[config.mk]
export PLATFORM = sky130hd
export DESIGN_NAME = ecg_notch_leadoff_framer_unit_flat
export DESIGN_NICKNAME = d
export VERILOG_FILES = /design/src/rtl/ecg_nlf_pkg.sv /design/src/rtl/ecg_nlf_if.sv /design/src/rtl/ecg_notch_leadoff_framer_unit.sv /design/src/flat_wrapper.sv
export VERILOG_INCLUDE_DIRS = /design/src /design/src/rtl
export SDC_FILE = /design/constraint.sdc
export NUM_CORES = 2
export LEC_CHECK = 0
export ABC_AREA = 1
export BUFFER_PORTS_ARGS = -buffer_cell sky130_fd_sc_hd__buf_2
export CAP_MARGIN = 20
export CORE_AREA = 2 2 287 289
export CTS_CLUSTER_SIZE = 24
export DETAILED_ROUTE_END_ITERATION = 10
export DIE_AREA = 0 0 289 291
export PLACE_DENSITY = 0.78
export RECOVER_POWER = 50
export SYNTH_ARGS = -nofsm -noshare
export SYNTH_HDL_FRONTEND = slang
export SYNTH_SLANG_ARGS = --single-unit
export TNS_END_PERCENT = 10
[constraint.sdc]
create_clock -name clock -period 25.2 [get_ports clock]
set_clock_uncertainty 0.05 [all_clocks]
set_input_delay 3.78 -clock clock [delete_from_list [all_inputs] [get_ports clock]]
set_output_delay 3.78 -clock clock [all_outputs]
set_load 0.05 [all_outputs]
[src/rtl/ecg_notch_leadoff_framer_unit_assert.svh]
// assertion helpers used by the framer unit rtl file
`ifndef ECG_NOTCH_LEADOFF_FRAMER_UNIT_ASSERT_SVH
`define ECG_NOTCH_LEADOFF_FRAMER_UNIT_ASSERT_SVH

// condition that must hold at every clock edge out of reset
`define ECG_NLF_ASSERT_ALWAYS(label, cond, msg) \
   label: assert property (@(posedge clock) disable iff (reset) (cond)) else $error(msg);

// condition in one cycle that implies another in the next cycle
`define ECG_NLF_ASSERT_NEXT(label, ante, cons, msg) \
   label: assert property (@(posedge clock) disable iff (reset) (ante) |=> (cons)) \
      else $error(msg);

`endif

[src/rtl/ecg_nlf_pkg.sv]
package ecg_nlf_pkg;

   // field widths
   localparam int SAMPLE_W   = 12;
   localparam int FILT_W     = 16;
   localparam int COEF_W     = 15;
   localparam int LEN_W      = 11;
   localparam int COUNT_W    = 10;
   localparam int HIST_W     = 26;
   localparam int MAX_BATCH  = 1024;

   // default fixed point layout
   localparam int DEF_COEF_FRAC_BITS = 14;
   localparam int DEF_HIST_FRAC_BITS = 8;

   // register reset values
   localparam logic [COEF_W-1:0] ZERO_COEF_RST    = COEF_W'(10125);
   localparam logic [COEF_W-1:0] POLE_COEF1_RST   = COEF_W'(9620);
   localparam logic [COEF_W-1:0] POLE_COEF2_RST   = COEF_W'(14787);
   localparam logic [LEN_W-1:0]  BATCH_LENGTH_RST = LEN_W'(250);

   // control register port
   localparam int CSR_ADDR_W = 4;
   localparam int CSR_DATA_W = 32;

   typedef enum logic [1:0] {
      CSR_ZERO_COEF    = 2'd0,
      CSR_POLE_COEF1   = 2'd1,
      CSR_POLE_COEF2   = 2'd2,
      CSR_BATCH_LENGTH = 2'd3
   } csr_index_type;

endpackage

[src/rtl/ecg_nlf_if.sv]
// request channel: one converter sample with its lead-off flags
interface ecg_nlf_req_if import ecg_nlf_pkg::*; ();
   logic                valid;
   logic                ready;
   logic [SAMPLE_W-1:0] sample;
   logic                lead_plus_off;
   logic                lead_minus_off;

   modport source (output valid, sample, lead_plus_off, lead_minus_off, input ready);
   modport sink   (input valid, sample, lead_plus_off, lead_minus_off, output ready);
endinterface

// result channel: one filtered sample with its framing flags
interface ecg_nlf_rsp_if import ecg_nlf_pkg::*; ();
   logic                     valid;
   logic                     ready;
   logic signed [FILT_W-1:0] filtered;
   logic                     leads_off;
   logic                     batch_last;

   modport source (output valid, filtered, leads_off, batch_last, input ready);
   modport sink   (input valid, filtered, leads_off, batch_last, output ready);
endinterface

[src/rtl/ecg_notch_leadoff_framer_unit.sv]
// an accepted request passes through the input stage register and then the result
//    register, moving on when the result register is free or being taken
// one request per cycle while results are taken; the feedback path is the multiply-add
//    on the previous output in the result stage, done once per sample
// reset (synchronous, active high) empties both stages, clears filter history and
//    batch counter, and loads the coefficient and batch length defaults
`include "ecg_notch_leadoff_framer_unit_assert.svh"

module ecg_notch_leadoff_framer_unit import ecg_nlf_pkg::*; #(
   parameter int COEF_FRAC_BITS = DEF_COEF_FRAC_BITS,
   parameter int HIST_FRAC_BITS = DEF_HIST_FRAC_BITS
) (
   input  logic                  clock,
   input  logic                  reset,
   ecg_nlf_req_if.sink           req_if,
   ecg_nlf_rsp_if.source         rsp_if,
   input  logic                  csr_psel,
   input  logic                  csr_penable,
   input  logic                  csr_pwrite,
   input  logic [CSR_ADDR_W-1:0] csr_paddr,
   input  logic [CSR_DATA_W-1:0] csr_pwdata,
   output logic [CSR_DATA_W-1:0] csr_prdata,
   output logic                  csr_pready
);

   // accumulator sizing
   localparam int SHIFT_X  = COEF_FRAC_BITS + HIST_FRAC_BITS;
   localparam int XTERM_W  = SAMPLE_W + SHIFT_X;
   localparam int ZPROD_W  = COEF_W + SAMPLE_W;
   localparam int ZTERM_W  = ZPROD_W + HIST_FRAC_BITS;
   localparam int PROD_W   = COEF_W + 1 + HIST_W;
   localparam int TERM_W0  = (XTERM_W > ZTERM_W) ? XTERM_W : ZTERM_W;
   localparam int TERM_W   = (TERM_W0 > PROD_W) ? TERM_W0 : PROD_W;
   localparam int ACC_W    = TERM_W + 4;

   localparam logic signed [ACC_W-1:0] COEF_ROUND =
      ACC_W'((longint'(1) << COEF_FRAC_BITS) - 1);
   localparam logic signed [ACC_W-1:0] HIST_MAX_ACC =
      ACC_W'((longint'(1) << (HIST_W - 1)) - 1);
   localparam logic signed [ACC_W-1:0] HIST_MIN_ACC =
      ACC_W'(-(longint'(1) << (HIST_W - 1)));
   localparam logic signed [HIST_W-1:0] HIST_ROUND =
      HIST_W'((longint'(1) << HIST_FRAC_BITS) - 1);
   localparam logic signed [HIST_W-1:0] FILT_MAX_H =
      HIST_W'((longint'(1) << (FILT_W - 1)) - 1);
   localparam logic signed [HIST_W-1:0] FILT_MIN_H =
      HIST_W'(-(longint'(1) << (FILT_W - 1)));

   // control registers
   logic [COEF_W-1:0] zero_coef_ff, zero_coef_in;
   logic [COEF_W-1:0] pole_coef1_ff, pole_coef1_in;
   logic [COEF_W-1:0] pole_coef2_ff, pole_coef2_in;
   logic [LEN_W-1:0]  batch_length_ff, batch_length_in;

   // input stage
   logic                s1_valid_ff, s1_valid_in;
   logic [SAMPLE_W-1:0] s1_sample_ff, s1_sample_in;
   logic                s1_off_ff, s1_off_in;

   // result stage
   logic                     rsp_valid_ff, rsp_valid_in;
   logic signed [FILT_W-1:0] filtered_ff, filtered_in;
   logic                     leads_off_ff, leads_off_in;
   logic                     batch_last_ff, batch_last_in;

   // filter history and batch counter
   logic [SAMPLE_W-1:0]      in_hist1_ff, in_hist1_in;
   logic [SAMPLE_W-1:0]      in_hist2_ff, in_hist2_in;
   logic signed [HIST_W-1:0] out_hist1_ff, out_hist1_in;
   logic signed [HIST_W-1:0] out_hist2_ff, out_hist2_in;
   logic [COUNT_W-1:0]       batch_count_ff, batch_count_in;

   logic          csr_write;
   csr_index_type csr_index;
   logic          req_accept;
   logic          s1_advance;

   logic [ZPROD_W-1:0]       z_prod;
   logic signed [PROD_W-1:0] p1_prod;
   logic signed [PROD_W-1:0] p2_prod;
   logic signed [ACC_W-1:0]  x0_term;
   logic signed [ACC_W-1:0]  x2_term;
   logic signed [ACC_W-1:0]  z_term;
   logic signed [ACC_W-1:0]  p1_term;
   logic signed [ACC_W-1:0]  p2_term;
   logic signed [ACC_W-1:0]  acc;
   logic signed [ACC_W-1:0]  acc_biased;
   logic signed [ACC_W-1:0]  quot;
   logic signed [HIST_W-1:0] y_new;
   logic signed [HIST_W-1:0] y_biased;
   logic signed [HIST_W-1:0] y_int;
   logic signed [HIST_W-1:0] y_clamped;
   logic [LEN_W-1:0]         eff_len;
   logic [LEN_W-1:0]         count_inc;
   logic                     last;

   // register port
   assign csr_pready = 1'b1;
   assign csr_write  = csr_psel && csr_penable && csr_pwrite;
   assign csr_index  = csr_index_type'(csr_paddr[CSR_ADDR_W-1:2]);

   // register write decode
   always_comb begin
      zero_coef_in    = zero_coef_ff;
      pole_coef1_in   = pole_coef1_ff;
      pole_coef2_in   = pole_coef2_ff;
      batch_length_in = batch_length_ff;
      if (csr_write) begin
         unique case (csr_index)
            CSR_ZERO_COEF:    zero_coef_in    = csr_pwdata[COEF_W-1:0];
            CSR_POLE_COEF1:   pole_coef1_in   = csr_pwdata[COEF_W-1:0];
            CSR_POLE_COEF2:   pole_coef2_in   = csr_pwdata[COEF_W-1:0];
            CSR_BATCH_LENGTH: batch_length_in = csr_pwdata[LEN_W-1:0];
            default:          zero_coef_in    = zero_coef_ff;
         endcase
      end
   end

   // register read mux
   always_comb begin
      unique case (csr_index)
         CSR_ZERO_COEF:    csr_prdata = CSR_DATA_W'(zero_coef_ff);
         CSR_POLE_COEF1:   csr_prdata = CSR_DATA_W'(pole_coef1_ff);
         CSR_POLE_COEF2:   csr_prdata = CSR_DATA_W'(pole_coef2_ff);
         CSR_BATCH_LENGTH: csr_prdata = CSR_DATA_W'(batch_length_ff);
         default:          csr_prdata = '0;
      endcase
   end

   // handshake: input stage moves on when the result register is free or being taken
   assign s1_advance    = s1_valid_ff && (!rsp_valid_ff || rsp_if.ready);
   assign req_if.ready  = !s1_valid_ff || s1_advance;
   assign req_accept    = req_if.valid && req_if.ready;

   assign s1_valid_in  = req_accept ? 1'b1 : (s1_advance ? 1'b0 : s1_valid_ff);
   assign s1_sample_in = req_accept ? req_if.sample : s1_sample_ff;
   assign s1_off_in    = req_accept ? (req_if.lead_plus_off || req_if.lead_minus_off)
                                    : s1_off_ff;
   assign rsp_valid_in = s1_advance ? 1'b1 : (rsp_if.ready ? 1'b0 : rsp_valid_ff);

   // filter terms, all in units of the combined fraction
   always_comb begin
      z_prod  = zero_coef_ff * in_hist1_ff;
      p1_prod = signed'({1'b0, pole_coef1_ff}) * out_hist1_ff;
      p2_prod = signed'({1'b0, pole_coef2_ff}) * out_hist2_ff;
      x0_term = signed'(ACC_W'(s1_sample_ff)) <<< SHIFT_X;
      x2_term = signed'(ACC_W'(in_hist2_ff)) <<< SHIFT_X;
      z_term  = signed'(ACC_W'(z_prod)) <<< HIST_FRAC_BITS;
      p1_term = {{(ACC_W-PROD_W){p1_prod[PROD_W-1]}}, p1_prod};
      p2_term = {{(ACC_W-PROD_W){p2_prod[PROD_W-1]}}, p2_prod};
      acc     = x0_term - z_term + x2_term + p1_term - p2_term;
   end

   // scale back to history format, truncating toward zero, then saturate
   always_comb begin
      acc_biased = acc + (acc[ACC_W-1] ? COEF_ROUND : '0);
      quot       = acc_biased >>> COEF_FRAC_BITS;
      if (quot > HIST_MAX_ACC) begin
         y_new = HIST_MAX_ACC[HIST_W-1:0];
      end else if (quot < HIST_MIN_ACC) begin
         y_new = HIST_MIN_ACC[HIST_W-1:0];
      end else begin
         y_new = quot[HIST_W-1:0];
      end
   end

   // integer part of the new output, saturated to the result range
   always_comb begin
      y_biased = y_new + (y_new[HIST_W-1] ? HIST_ROUND : '0);
      y_int    = y_biased >>> HIST_FRAC_BITS;
      if (y_int > FILT_MAX_H) begin
         y_clamped = FILT_MAX_H;
      end else if (y_int < FILT_MIN_H) begin
         y_clamped = FILT_MIN_H;
      end else begin
         y_clamped = y_int;
      end
   end

   // batch framing
   always_comb begin
      if (batch_length_ff == '0) begin
         eff_len = LEN_W'(1);
      end else if (batch_length_ff > LEN_W'(MAX_BATCH)) begin
         eff_len = LEN_W'(MAX_BATCH);
      end else begin
         eff_len = batch_length_ff;
      end
      count_inc = {1'b0, batch_count_ff} + LEN_W'(1);
      last      = count_inc >= eff_len;
   end

   // state updates for the sample leaving the input stage
   always_comb begin
      in_hist1_in    = in_hist1_ff;
      in_hist2_in    = in_hist2_ff;
      out_hist1_in   = out_hist1_ff;
      out_hist2_in   = out_hist2_ff;
      batch_count_in = batch_count_ff;
      filtered_in    = filtered_ff;
      leads_off_in   = leads_off_ff;
      batch_last_in  = batch_last_ff;
      if (s1_advance) begin
         batch_count_in = last ? '0 : count_inc[COUNT_W-1:0];
         leads_off_in   = s1_off_ff;
         batch_last_in  = last;
         filtered_in    = s1_off_ff ? '0 : y_clamped[FILT_W-1:0];
         if (!s1_off_ff) begin
            in_hist1_in  = s1_sample_ff;
            in_hist2_in  = in_hist1_ff;
            out_hist1_in = y_new;
            out_hist2_in = out_hist1_ff;
         end
      end
   end

   // control and state registers
   always_ff @(posedge clock) begin
      if (reset) begin
         zero_coef_ff    <= ZERO_COEF_RST;
         pole_coef1_ff   <= POLE_COEF1_RST;
         pole_coef2_ff   <= POLE_COEF2_RST;
         batch_length_ff <= BATCH_LENGTH_RST;
         s1_valid_ff     <= 1'b0;
         rsp_valid_ff    <= 1'b0;
         in_hist1_ff     <= '0;
         in_hist2_ff     <= '0;
         out_hist1_ff    <= '0;
         out_hist2_ff    <= '0;
         batch_count_ff  <= '0;
      end else begin
         zero_coef_ff    <= zero_coef_in;
         pole_coef1_ff   <= pole_coef1_in;
         pole_coef2_ff   <= pole_coef2_in;
         batch_length_ff <= batch_length_in;
         s1_valid_ff     <= s1_valid_in;
         rsp_valid_ff    <= rsp_valid_in;
         in_hist1_ff     <= in_hist1_in;
         in_hist2_ff     <= in_hist2_in;
         out_hist1_ff    <= out_hist1_in;
         out_hist2_ff    <= out_hist2_in;
         batch_count_ff  <= batch_count_in;
      end
   end

   // payload registers
   always_ff @(posedge clock) begin
      s1_sample_ff  <= s1_sample_in;
      s1_off_ff     <= s1_off_in;
      filtered_ff   <= filtered_in;
      leads_off_ff  <= leads_off_in;
      batch_last_ff <= batch_last_in;
   end

   // result channel
   assign rsp_if.valid      = rsp_valid_ff;
   assign rsp_if.filtered   = filtered_ff;
   assign rsp_if.leads_off  = leads_off_ff;
   assign rsp_if.batch_last = batch_last_ff;

   // checks
   `ECG_NLF_ASSERT_NEXT(a_hold_history, !s1_advance,
      $stable(out_hist1_ff) && $stable(in_hist1_ff) && $stable(batch_count_ff),
      "filter state changed without a sample leaving the input stage")
   `ECG_NLF_ASSERT_NEXT(a_leadoff_keeps_history, s1_advance && s1_off_ff,
      $stable(out_hist1_ff) && $stable(out_hist2_ff) && $stable(in_hist2_ff),
      "lead-off sample disturbed the filter history")
   `ECG_NLF_ASSERT_ALWAYS(a_leadoff_zero,
      !rsp_valid_ff || !leads_off_ff || filtered_ff == '0,
      "lead-off result is not zero")
   `ECG_NLF_ASSERT_ALWAYS(a_stall_cause,
      req_if.ready || (s1_valid_ff && rsp_valid_ff && !rsp_if.ready),
      "request refused while a stage was free")

endmodule

[src/flat_wrapper.sv]
// flat-port wrapper written by rule: the top's interface ports become plain ports
module ecg_notch_leadoff_framer_unit_flat import ecg_nlf_pkg::*;
#(
   parameter int COEF_FRAC_BITS = DEF_COEF_FRAC_BITS,
   parameter int HIST_FRAC_BITS = DEF_HIST_FRAC_BITS
)
  (clock, reset, csr_psel, csr_penable, csr_pwrite, csr_paddr, csr_pwdata, csr_prdata, csr_pready, req_if_valid, req_if_sample, req_if_lead_plus_off, req_if_lead_minus_off, req_if_ready, rsp_if_valid, rsp_if_filtered, rsp_if_leads_off, rsp_if_batch_last, rsp_if_ready);
  ecg_nlf_req_if req_if_i ();
  ecg_nlf_rsp_if rsp_if_i ();
  input  logic clock;
  input  logic reset;
  input  logic csr_psel;
  input  logic csr_penable;
  input  logic csr_pwrite;
  input  logic [CSR_ADDR_W-1:0] csr_paddr;
  input  logic [CSR_DATA_W-1:0] csr_pwdata;
  output logic [CSR_DATA_W-1:0] csr_prdata;
  output logic csr_pready;
  input wire logic [$bits(req_if_i.valid)-1:0] req_if_valid;
  input wire logic [$bits(req_if_i.sample)-1:0] req_if_sample;
  input wire logic [$bits(req_if_i.lead_plus_off)-1:0] req_if_lead_plus_off;
  input wire logic [$bits(req_if_i.lead_minus_off)-1:0] req_if_lead_minus_off;
  output wire logic [$bits(req_if_i.ready)-1:0] req_if_ready;
  output wire logic [$bits(rsp_if_i.valid)-1:0] rsp_if_valid;
  output wire logic [$bits(rsp_if_i.filtered)-1:0] rsp_if_filtered;
  output wire logic [$bits(rsp_if_i.leads_off)-1:0] rsp_if_leads_off;
  output wire logic [$bits(rsp_if_i.batch_last)-1:0] rsp_if_batch_last;
  input wire logic [$bits(rsp_if_i.ready)-1:0] rsp_if_ready;
  assign req_if_i.valid = req_if_valid;
  assign req_if_i.sample = req_if_sample;
  assign req_if_i.lead_plus_off = req_if_lead_plus_off;
  assign req_if_i.lead_minus_off = req_if_lead_minus_off;
  assign req_if_ready = req_if_i.ready;
  assign rsp_if_valid = rsp_if_i.valid;
  assign rsp_if_filtered = rsp_if_i.filtered;
  assign rsp_if_leads_off = rsp_if_i.leads_off;
  assign rsp_if_batch_last = rsp_if_i.batch_last;
  assign rsp_if_i.ready = rsp_if_ready;
  ecg_notch_leadoff_framer_unit #(.COEF_FRAC_BITS(COEF_FRAC_BITS), .HIST_FRAC_BITS(HIST_FRAC_BITS)) u_core (.clock(clock), .reset(reset), .req_if(req_if_i), .rsp_if(rsp_if_i), .csr_psel(csr_psel), .csr_penable(csr_penable), .csr_pwrite(csr_pwrite), .csr_paddr(csr_paddr), .csr_pwdata(csr_pwdata), .csr_prdata(csr_prdata), .csr_pready(csr_pready));
endmodule
# Yosys cells after proc, flatten, opt, wreduce, memory -nomap -nowiden
# Index checks and enable logic that the tools add are counted.
# totals
ff_bits	175
in_bits	57
out_inout_bits	53
wordCells	70
# op_classes
n_addsub	7
mul	3
magnitude_cmp	6
n_eq_ne	3
muxes	14
bitwise	1
n_reduce_logical	19
# ops
op	n
$pmux W32 S4	1
$mul A16 B26 Y42	2
$mux W26	2
$add A46 B14 Y46	1
$add A46 B35 Y46	1
$add A46 B42 Y46	1
$sub A46 B42 Y46	1
$sub A34 B35 Y36	1
$gt A32 B26 Y1 const B	1
$lt A32 B26 Y1 const B	1
$mul A15 B12 Y27	1
$add A26 B8 Y26	1
$mux W11	2
$gt A18 B16 Y1 const B	1
$lt A18 B16 Y1 const B	1
$mux W16	1
$mux W15	1
$mux W14	1
$add A10 B1 Y11 const B	1
$ge A11 B11 Y1	1
$gt A11 B11 Y1 const B	1
$logic_not A11 Y1	1
$mux W10	1
$reduce_and A2 Y1	5
11 further kinds	22

# Logic depth before layout (Yosys ltp)
# logic_depth
depth_word	15
depth_mapped	96

# Worst setup path after synthesis
# OpenSTA, ideal clock, no wires.
# synth_timing
path_kind	flip-flop to flip-flop
start	register u_core.in_hist1_ff[3]
end	register u_core.filtered_ff[4] (netlist: u_core.rsp_if.filtered[4]), data pin
setup_time_ns	0.265
arrival_time_ns	14.608
required_time_ns	24.885
path_slack_ns	10.276
path_stages_with_launch	84
path_cell_list	dfxtp_1 -> clkbuf_1 -> clkbuf_1 -> nand2_1 -> fa_1 -> fa_1 -> inv_1 -> fa_1 -> fa_1 -> inv_1 -> fa_1 -> inv_1 -> ha_1 -> a21oi_1 -> inv_1 -> a21oi_1 -> inv_1 -> a21oi_1 -> [48 not listed] -> nand2_2 -> nand2_4 -> buf_2 -> nand2_1 -> ha_1 -> a21oi_1 -> nor2_1 -> nor2_1 -> nor2_1 -> nor2_1 -> nand2_2 -> nand2_1 -> nand2_1 -> nand2_2 -> nand2_2 -> buf_4 -> nand2_1 -> a21oi_2
# synth_via
word_cells_on_any_way	17
classes_between	add/sub (6); mul (1); order compare (4); mux (6)
# synth_lines
item	line_no	rtl
start: declaration	ecg_notch_leadoff_framer_unit.sv:67	logic [SAMPLE_W-1:0] in_hist1_ff, in_hist1_in;
start signal: assignment	ecg_notch_leadoff_framer_unit.sv:238	in_hist1_ff <= in_hist1_in;
$mul A15 B12 Y27 *	ecg_notch_leadoff_framer_unit.sv:143	z_prod = zero_coef_ff * in_hist1_ff;
$sub A34 B35 Y36 *	ecg_notch_leadoff_framer_unit.sv:151	acc = x0_term - z_term + x2_term + p1_term - p2_term;
$add A46 B35 Y46 *	ecg_notch_leadoff_framer_unit.sv:151	
$add A46 B42 Y46 *	ecg_notch_leadoff_framer_unit.sv:151	
$sub A46 B42 Y46 *	ecg_notch_leadoff_framer_unit.sv:151	
$mux W14	ecg_notch_leadoff_framer_unit.sv:156	acc_biased = acc + (acc[ACC_W-1] ? COEF_ROUND : '0);
$add A46 B14 Y46 *	ecg_notch_leadoff_framer_unit.sv:156	
$lt A32 B26 Y1	ecg_notch_leadoff_framer_unit.sv:160	end else if (quot < HIST_MIN_ACC) begin
$mux W26	ecg_notch_leadoff_framer_unit.sv:160	
$mux W26 *	ecg_notch_leadoff_framer_unit.sv:158	if (quot > HIST_MAX_ACC) begin
net u_core.y_new[2]	ecg_notch_leadoff_framer_unit.sv:89	logic signed [HIST_W-1:0] y_new;
$add A26 B8 Y26 *	ecg_notch_leadoff_framer_unit.sv:169	y_biased = y_new + (y_new[HIST_W-1] ? HIST_ROUND : '0);
$lt A18 B16 Y1	ecg_notch_leadoff_framer_unit.sv:173	end else if (y_int < FILT_MIN_H) begin
$mux W16	ecg_notch_leadoff_framer_unit.sv:173	
$mux W15 *	ecg_notch_leadoff_framer_unit.sv:171	if (y_int > FILT_MAX_H) begin
end signal: assignment	ecg_notch_leadoff_framer_unit.sv:250	filtered_ff <= filtered_in;
end: declaration	ecg_notch_leadoff_framer_unit.sv:62	logic signed [FILT_W-1:0] filtered_ff, filtered_in;
# The timed path passes the listed nets; every way through them passes the cells marked *.
# A chain may end at the register's enable or synchronous reset.

# Final worst setup path
# layout_timing
start	register u_core.in_hist1_ff[3]
end	register u_core.filtered_ff[1] (netlist: u_core.rsp_if.filtered[1]), data pin
# layout_via
elab_chain_len	15
word_cells_on_any_way	17
classes_between	add/sub (6); mul (1); order compare (4); mux (6)
# layout_rtl
item	line_no
$mul A15 B12 Y27 *	ecg_notch_leadoff_framer_unit.sv:143
$sub A34 B35 Y36 *	ecg_notch_leadoff_framer_unit.sv:151
$add A46 B35 Y46 *	ecg_notch_leadoff_framer_unit.sv:151
$add A46 B42 Y46 *	ecg_notch_leadoff_framer_unit.sv:151
$sub A46 B42 Y46 *	ecg_notch_leadoff_framer_unit.sv:151
$mux W14	ecg_notch_leadoff_framer_unit.sv:156
$add A46 B14 Y46 *	ecg_notch_leadoff_framer_unit.sv:156
$lt A32 B26 Y1	ecg_notch_leadoff_framer_unit.sv:160
$mux W26	ecg_notch_leadoff_framer_unit.sv:160
$mux W26 *	ecg_notch_leadoff_framer_unit.sv:158
net u_core.y_new[25]	ecg_notch_leadoff_framer_unit.sv:89
$mux W8	ecg_notch_leadoff_framer_unit.sv:169
$add A26 B8 Y26 *	ecg_notch_leadoff_framer_unit.sv:169
$lt A18 B16 Y1	ecg_notch_leadoff_framer_unit.sv:173
$mux W16	ecg_notch_leadoff_framer_unit.sv:173
$mux W15 *	ecg_notch_leadoff_framer_unit.sv:171
# Marks and branches as above.

==> flow_summary.json <==
{
  "synth-seq-area-share": 0.07907,
  "cts-htree-levels": 4,
  "cts.sink_count": 175,
  "wl_met3_mm": 10.03,
  "slowest_stage": "nor4_1",
  "cts.repair.resized": 0,
  "ant_nets": 0,
  "vias": 39270,
  "slowest_delay_ns": 0.96,
  "maxCapViolations": 3,
  "io_pins": 110,
  "drt_first_pass_iters": 8,
  "clk_pin_slew_ns": 0.09,
  "synth_ff_type": "dfxtp_1",
  "cp_common_cell": "nand2_1",
  "drive_gt1_frac": 0.03078,
  "final_cells": 7372,
  "synthesis.area_um2": 48230,
  "drtIter0Drc": 3153,
  "start_util": 0.5941,
  "ys_seq_elements": 175,
  "multi_input_area_um2": 36370,
  "dieArea_um2": 84100,
  "antenna_found_initial": 3,
  "timing.rr.start": "u_core.in_hist1_ff[3]$_SDFFE_PP0P_",
  "slew_viol_final": 153,
  "ff_latch_area_um2": 3814,
  "drt_wl_total_mm": 130.5,
  "critPathLaunchType": "flop",
  "r2r_slack_ns": 7.55,
  "reg2regPathDepth": 74,
  "grt_pass1_vias": 41750,
  "layout_common_cells": "inv_1 (1847), nand2_1 (1727), fa_1 (1017)",
  "finalSetupViolCount": 0,
  "yosys_warnings": 0,
  "fmax_ghz": 0.05666,
  "port_buffers": 72,
  "grt_pass1_wl_mm": 216.6,
  "worst_setup_path_end_kind": "flop",
  "numCtsBuffers": 17,
  "startpoint": "u_core.in_hist1_ff[3]$_SDFFE_PP0P_",
  "wl_per_cell_um": 17.71,
  "crit_required_ns": 25.34,
  "post_dp_cell_area_um2": 49210,
  "critical_path_arrival_ns": 17.79,
  "crit_end": "u_core.rsp_if.filtered[1]$_SDFFCE_PP0P_",
  "rsz0062_at_grt": "false",
  "rows": 105,
  "criticalPathCategory": "flop to flop",
  "dp.cells": 7340,
  "cts_buffer_depth": 2,
  "finalHoldViolCount": 0,
  "dp_hpwl_mm": 109.2,
  "setup_tns_ns": 0,
  "fin_area_um2": 49800,
  "cp_max_fo": 25,
  "cts_tree": "done",
  "drc": 0,
  "cts_setup_buffers": 0,
  "gr-usage-all-layers": 0.3299,
  "ys_async_sr_fraction": 0,
  "avgViaCountPerCell": 5.327,
  "clockRootBuffer": "clkbuf_16",
  "diodes": 0,
  "synth_cell_type_count": 51,
  "violations": "capacitance limit, slew limit",
  "die_h_um": 291,
  "core_um2": 81190,
  "syn_inst": 6414,
  "insertion_delay_ns": 0.51,
  "layout_commonest_cell": "inv_1",
  "n_fill_cell": 7218,
  "period_minus_slack_ns": 17.65,
  "grt_max_degree": 70,
  "fin_crit_sh": 0.7004,
  "syn2layout_area_growth_pct": 3.253,
  "gp_congestion": 0.9852,
  "status": "complete, but fails checks",
  "dr.max_layer_used": "met5",
  "route.met2.wl_mm": 63.13,
  "slew_headroom": -1.096,
  "die_w_um": 289,
  "timing.rr.end": "u_core.rsp_if.filtered[1]$_SDFFCE_PP0P_",
  "wl_met1_mm": 51.16,
  "final_util": 0.6134,
  "worst_pin_slew_ns": 3.144,
  "hold_class": "flop to flop",
  "overflow": 0,
  "num-nets-final": 7671,
  "synth_edf_count": 31,
  "avgSynthCellArea_um2": 7.520,
  "cts_hold_buffers": 0
}
[cell type report]
class                      instances  area share
tap                             1070     0.02688
multi-input combinational       4120      0.7303
clock inverter                    14    0.004095
clock buffer                      18    0.008818
sequential                       175     0.07658
inverter                        1858      0.1401
timing repair buffer             117     0.01326
[registers in the layout, summed over array words and instances (netlist names)]
signal                    cells
u_core.s1_valid_ff            1
u_core.in_hist1_ff           12
u_core.out_hist1_ff          26
u_core.pole_coef1_ff         15
u_core.rsp_if.batch_last      1
u_core.in_hist2_ff           12
u_core.s1_off_ff              1
u_core.pole_coef2_ff         15
u_core.rsp_if.leads_off       1
u_core.zero_coef_ff          15
u_core.rsp_if.valid           1
u_core.rsp_if.filtered       16
u_core.out_hist2_ff          26
u_core.s1_sample_ff          12
u_core.batch_count_ff        10
u_core.batch_length_ff       11
[critical path: cells and delay by family (launching register included)]
family	cells	cell delay, ns
XOR/XNOR	1	0.23
buffers and inverters	13	1.19
adder cells (fa/ha/maj)	16	7.53
flip-flops	1	0.86
AO/OA/AOI/OAI	11	2.03
AND/OR/NAND/NOR	33	5.38
[routing by layer]
layer | vias up | global-route usage
met3 | 376 | 0.04788
met5 | - | 0
met1 | 19400 | 0.4274
met4 | 4 | 0.1455
li1 | 17870 | -
met2 | 1619 | 0.5505
[worst min path at each step]
stage / from / depth (start not counted) / end
6_report: u_core.batch_count_ff[7]$_SDFFE_PP0P_ / 2 / u_core.batch_count_ff[7]$_SDFFE_PP0P_
5_1_grt: u_core.batch_count_ff[7]$_SDFFE_PP0P_ / 2 / u_core.batch_count_ff[7]$_SDFFE_PP0P_
4_1_cts: u_core.batch_count_ff[7]$_SDFFE_PP0P_ / 2 / u_core.batch_count_ff[7]$_SDFFE_PP0P_
3_5_place_dp: u_core.pole_coef2_ff[8]$_SDFFE_PP1P_ / 2 / u_core.pole_coef2_ff[8]$_SDFFE_PP1P_
3_3_place_gp: u_core.pole_coef1_ff[8]$_SDFFE_PP1P_ / 2 / u_core.pole_coef1_ff[8]$_SDFFE_PP1P_
2_1_floorplan: u_core.s1_off_ff$_DFFE_PP_ / 0 / u_core.rsp_if.leads_off$_DFFE_PP_
[metrics by stage]
step | worst slack [ns] | hold WS (ns)
2_1_floorplan | 10.28 | 0.3744
3_5_place_dp | 7.696 | 0.4062
6_report | 7.549 | 0.4244
5_1_grt | 6.229 | 0.4333
4_1_cts | 7.664 | 0.4227
3_3_place_gp | 7.972 | 0.4038
[cells in the mapped netlist (all sizes together) (3+ instances only)]
cell / n / share of area
or2: 6 / 0.00078
edfxtp: 31 / 0.019
o21ai: 121 / 0.013
xnor2: 27 / 0.0049
nor2: 371 / 0.030
nor3: 16 / 0.0018
nand4: 50 / 0.0065
nand3: 166 / 0.018
ha: 308 / 0.080
xor2: 67 / 0.012
o21a: 4 / 0.00062
o41ai: 3 / 0.00054
nor4: 5 / 0.00065
fa: 1017 / 0.42
buf: 65 / 0.0072
o21bai: 30 / 0.0047
nand2: 1751 / 0.14
a211oi: 3 / 0.00047
dfxtp: 144 / 0.060
a21boi: 6 / 0.00093
nand3b: 9 / 0.0014
and2: 8 / 0.0010
clkbuf: 212 / 0.016
inv: 1856 / 0.14
o211ai: 10 / 0.0016
a21o: 4 / 0.00062
a21oi: 111 / 0.012
[kinds of logic (layout without fill, tap and decap cells)]
kind of cell / after synthesis / after routing / synth area share
AO/OA/AOI/OAI: 298 / 298 / 0.03518
buffers and inverters: 2135 / 2007 / 0.1683
flip-flops: 175 / 175 / 0.07907
AND/OR/NAND/NOR: 2385 / 2385 / 0.1983
adder cells (fa/ha/maj): 1325 / 1325 / 0.5020
other: 2 / 18 / 0.0001557
XOR/XNOR: 94 / 94 / 0.01707
Power is left out: the tool's default activity adds up to more than one toggle a clock period on the data nets, which glitch-free logic cannot reach.
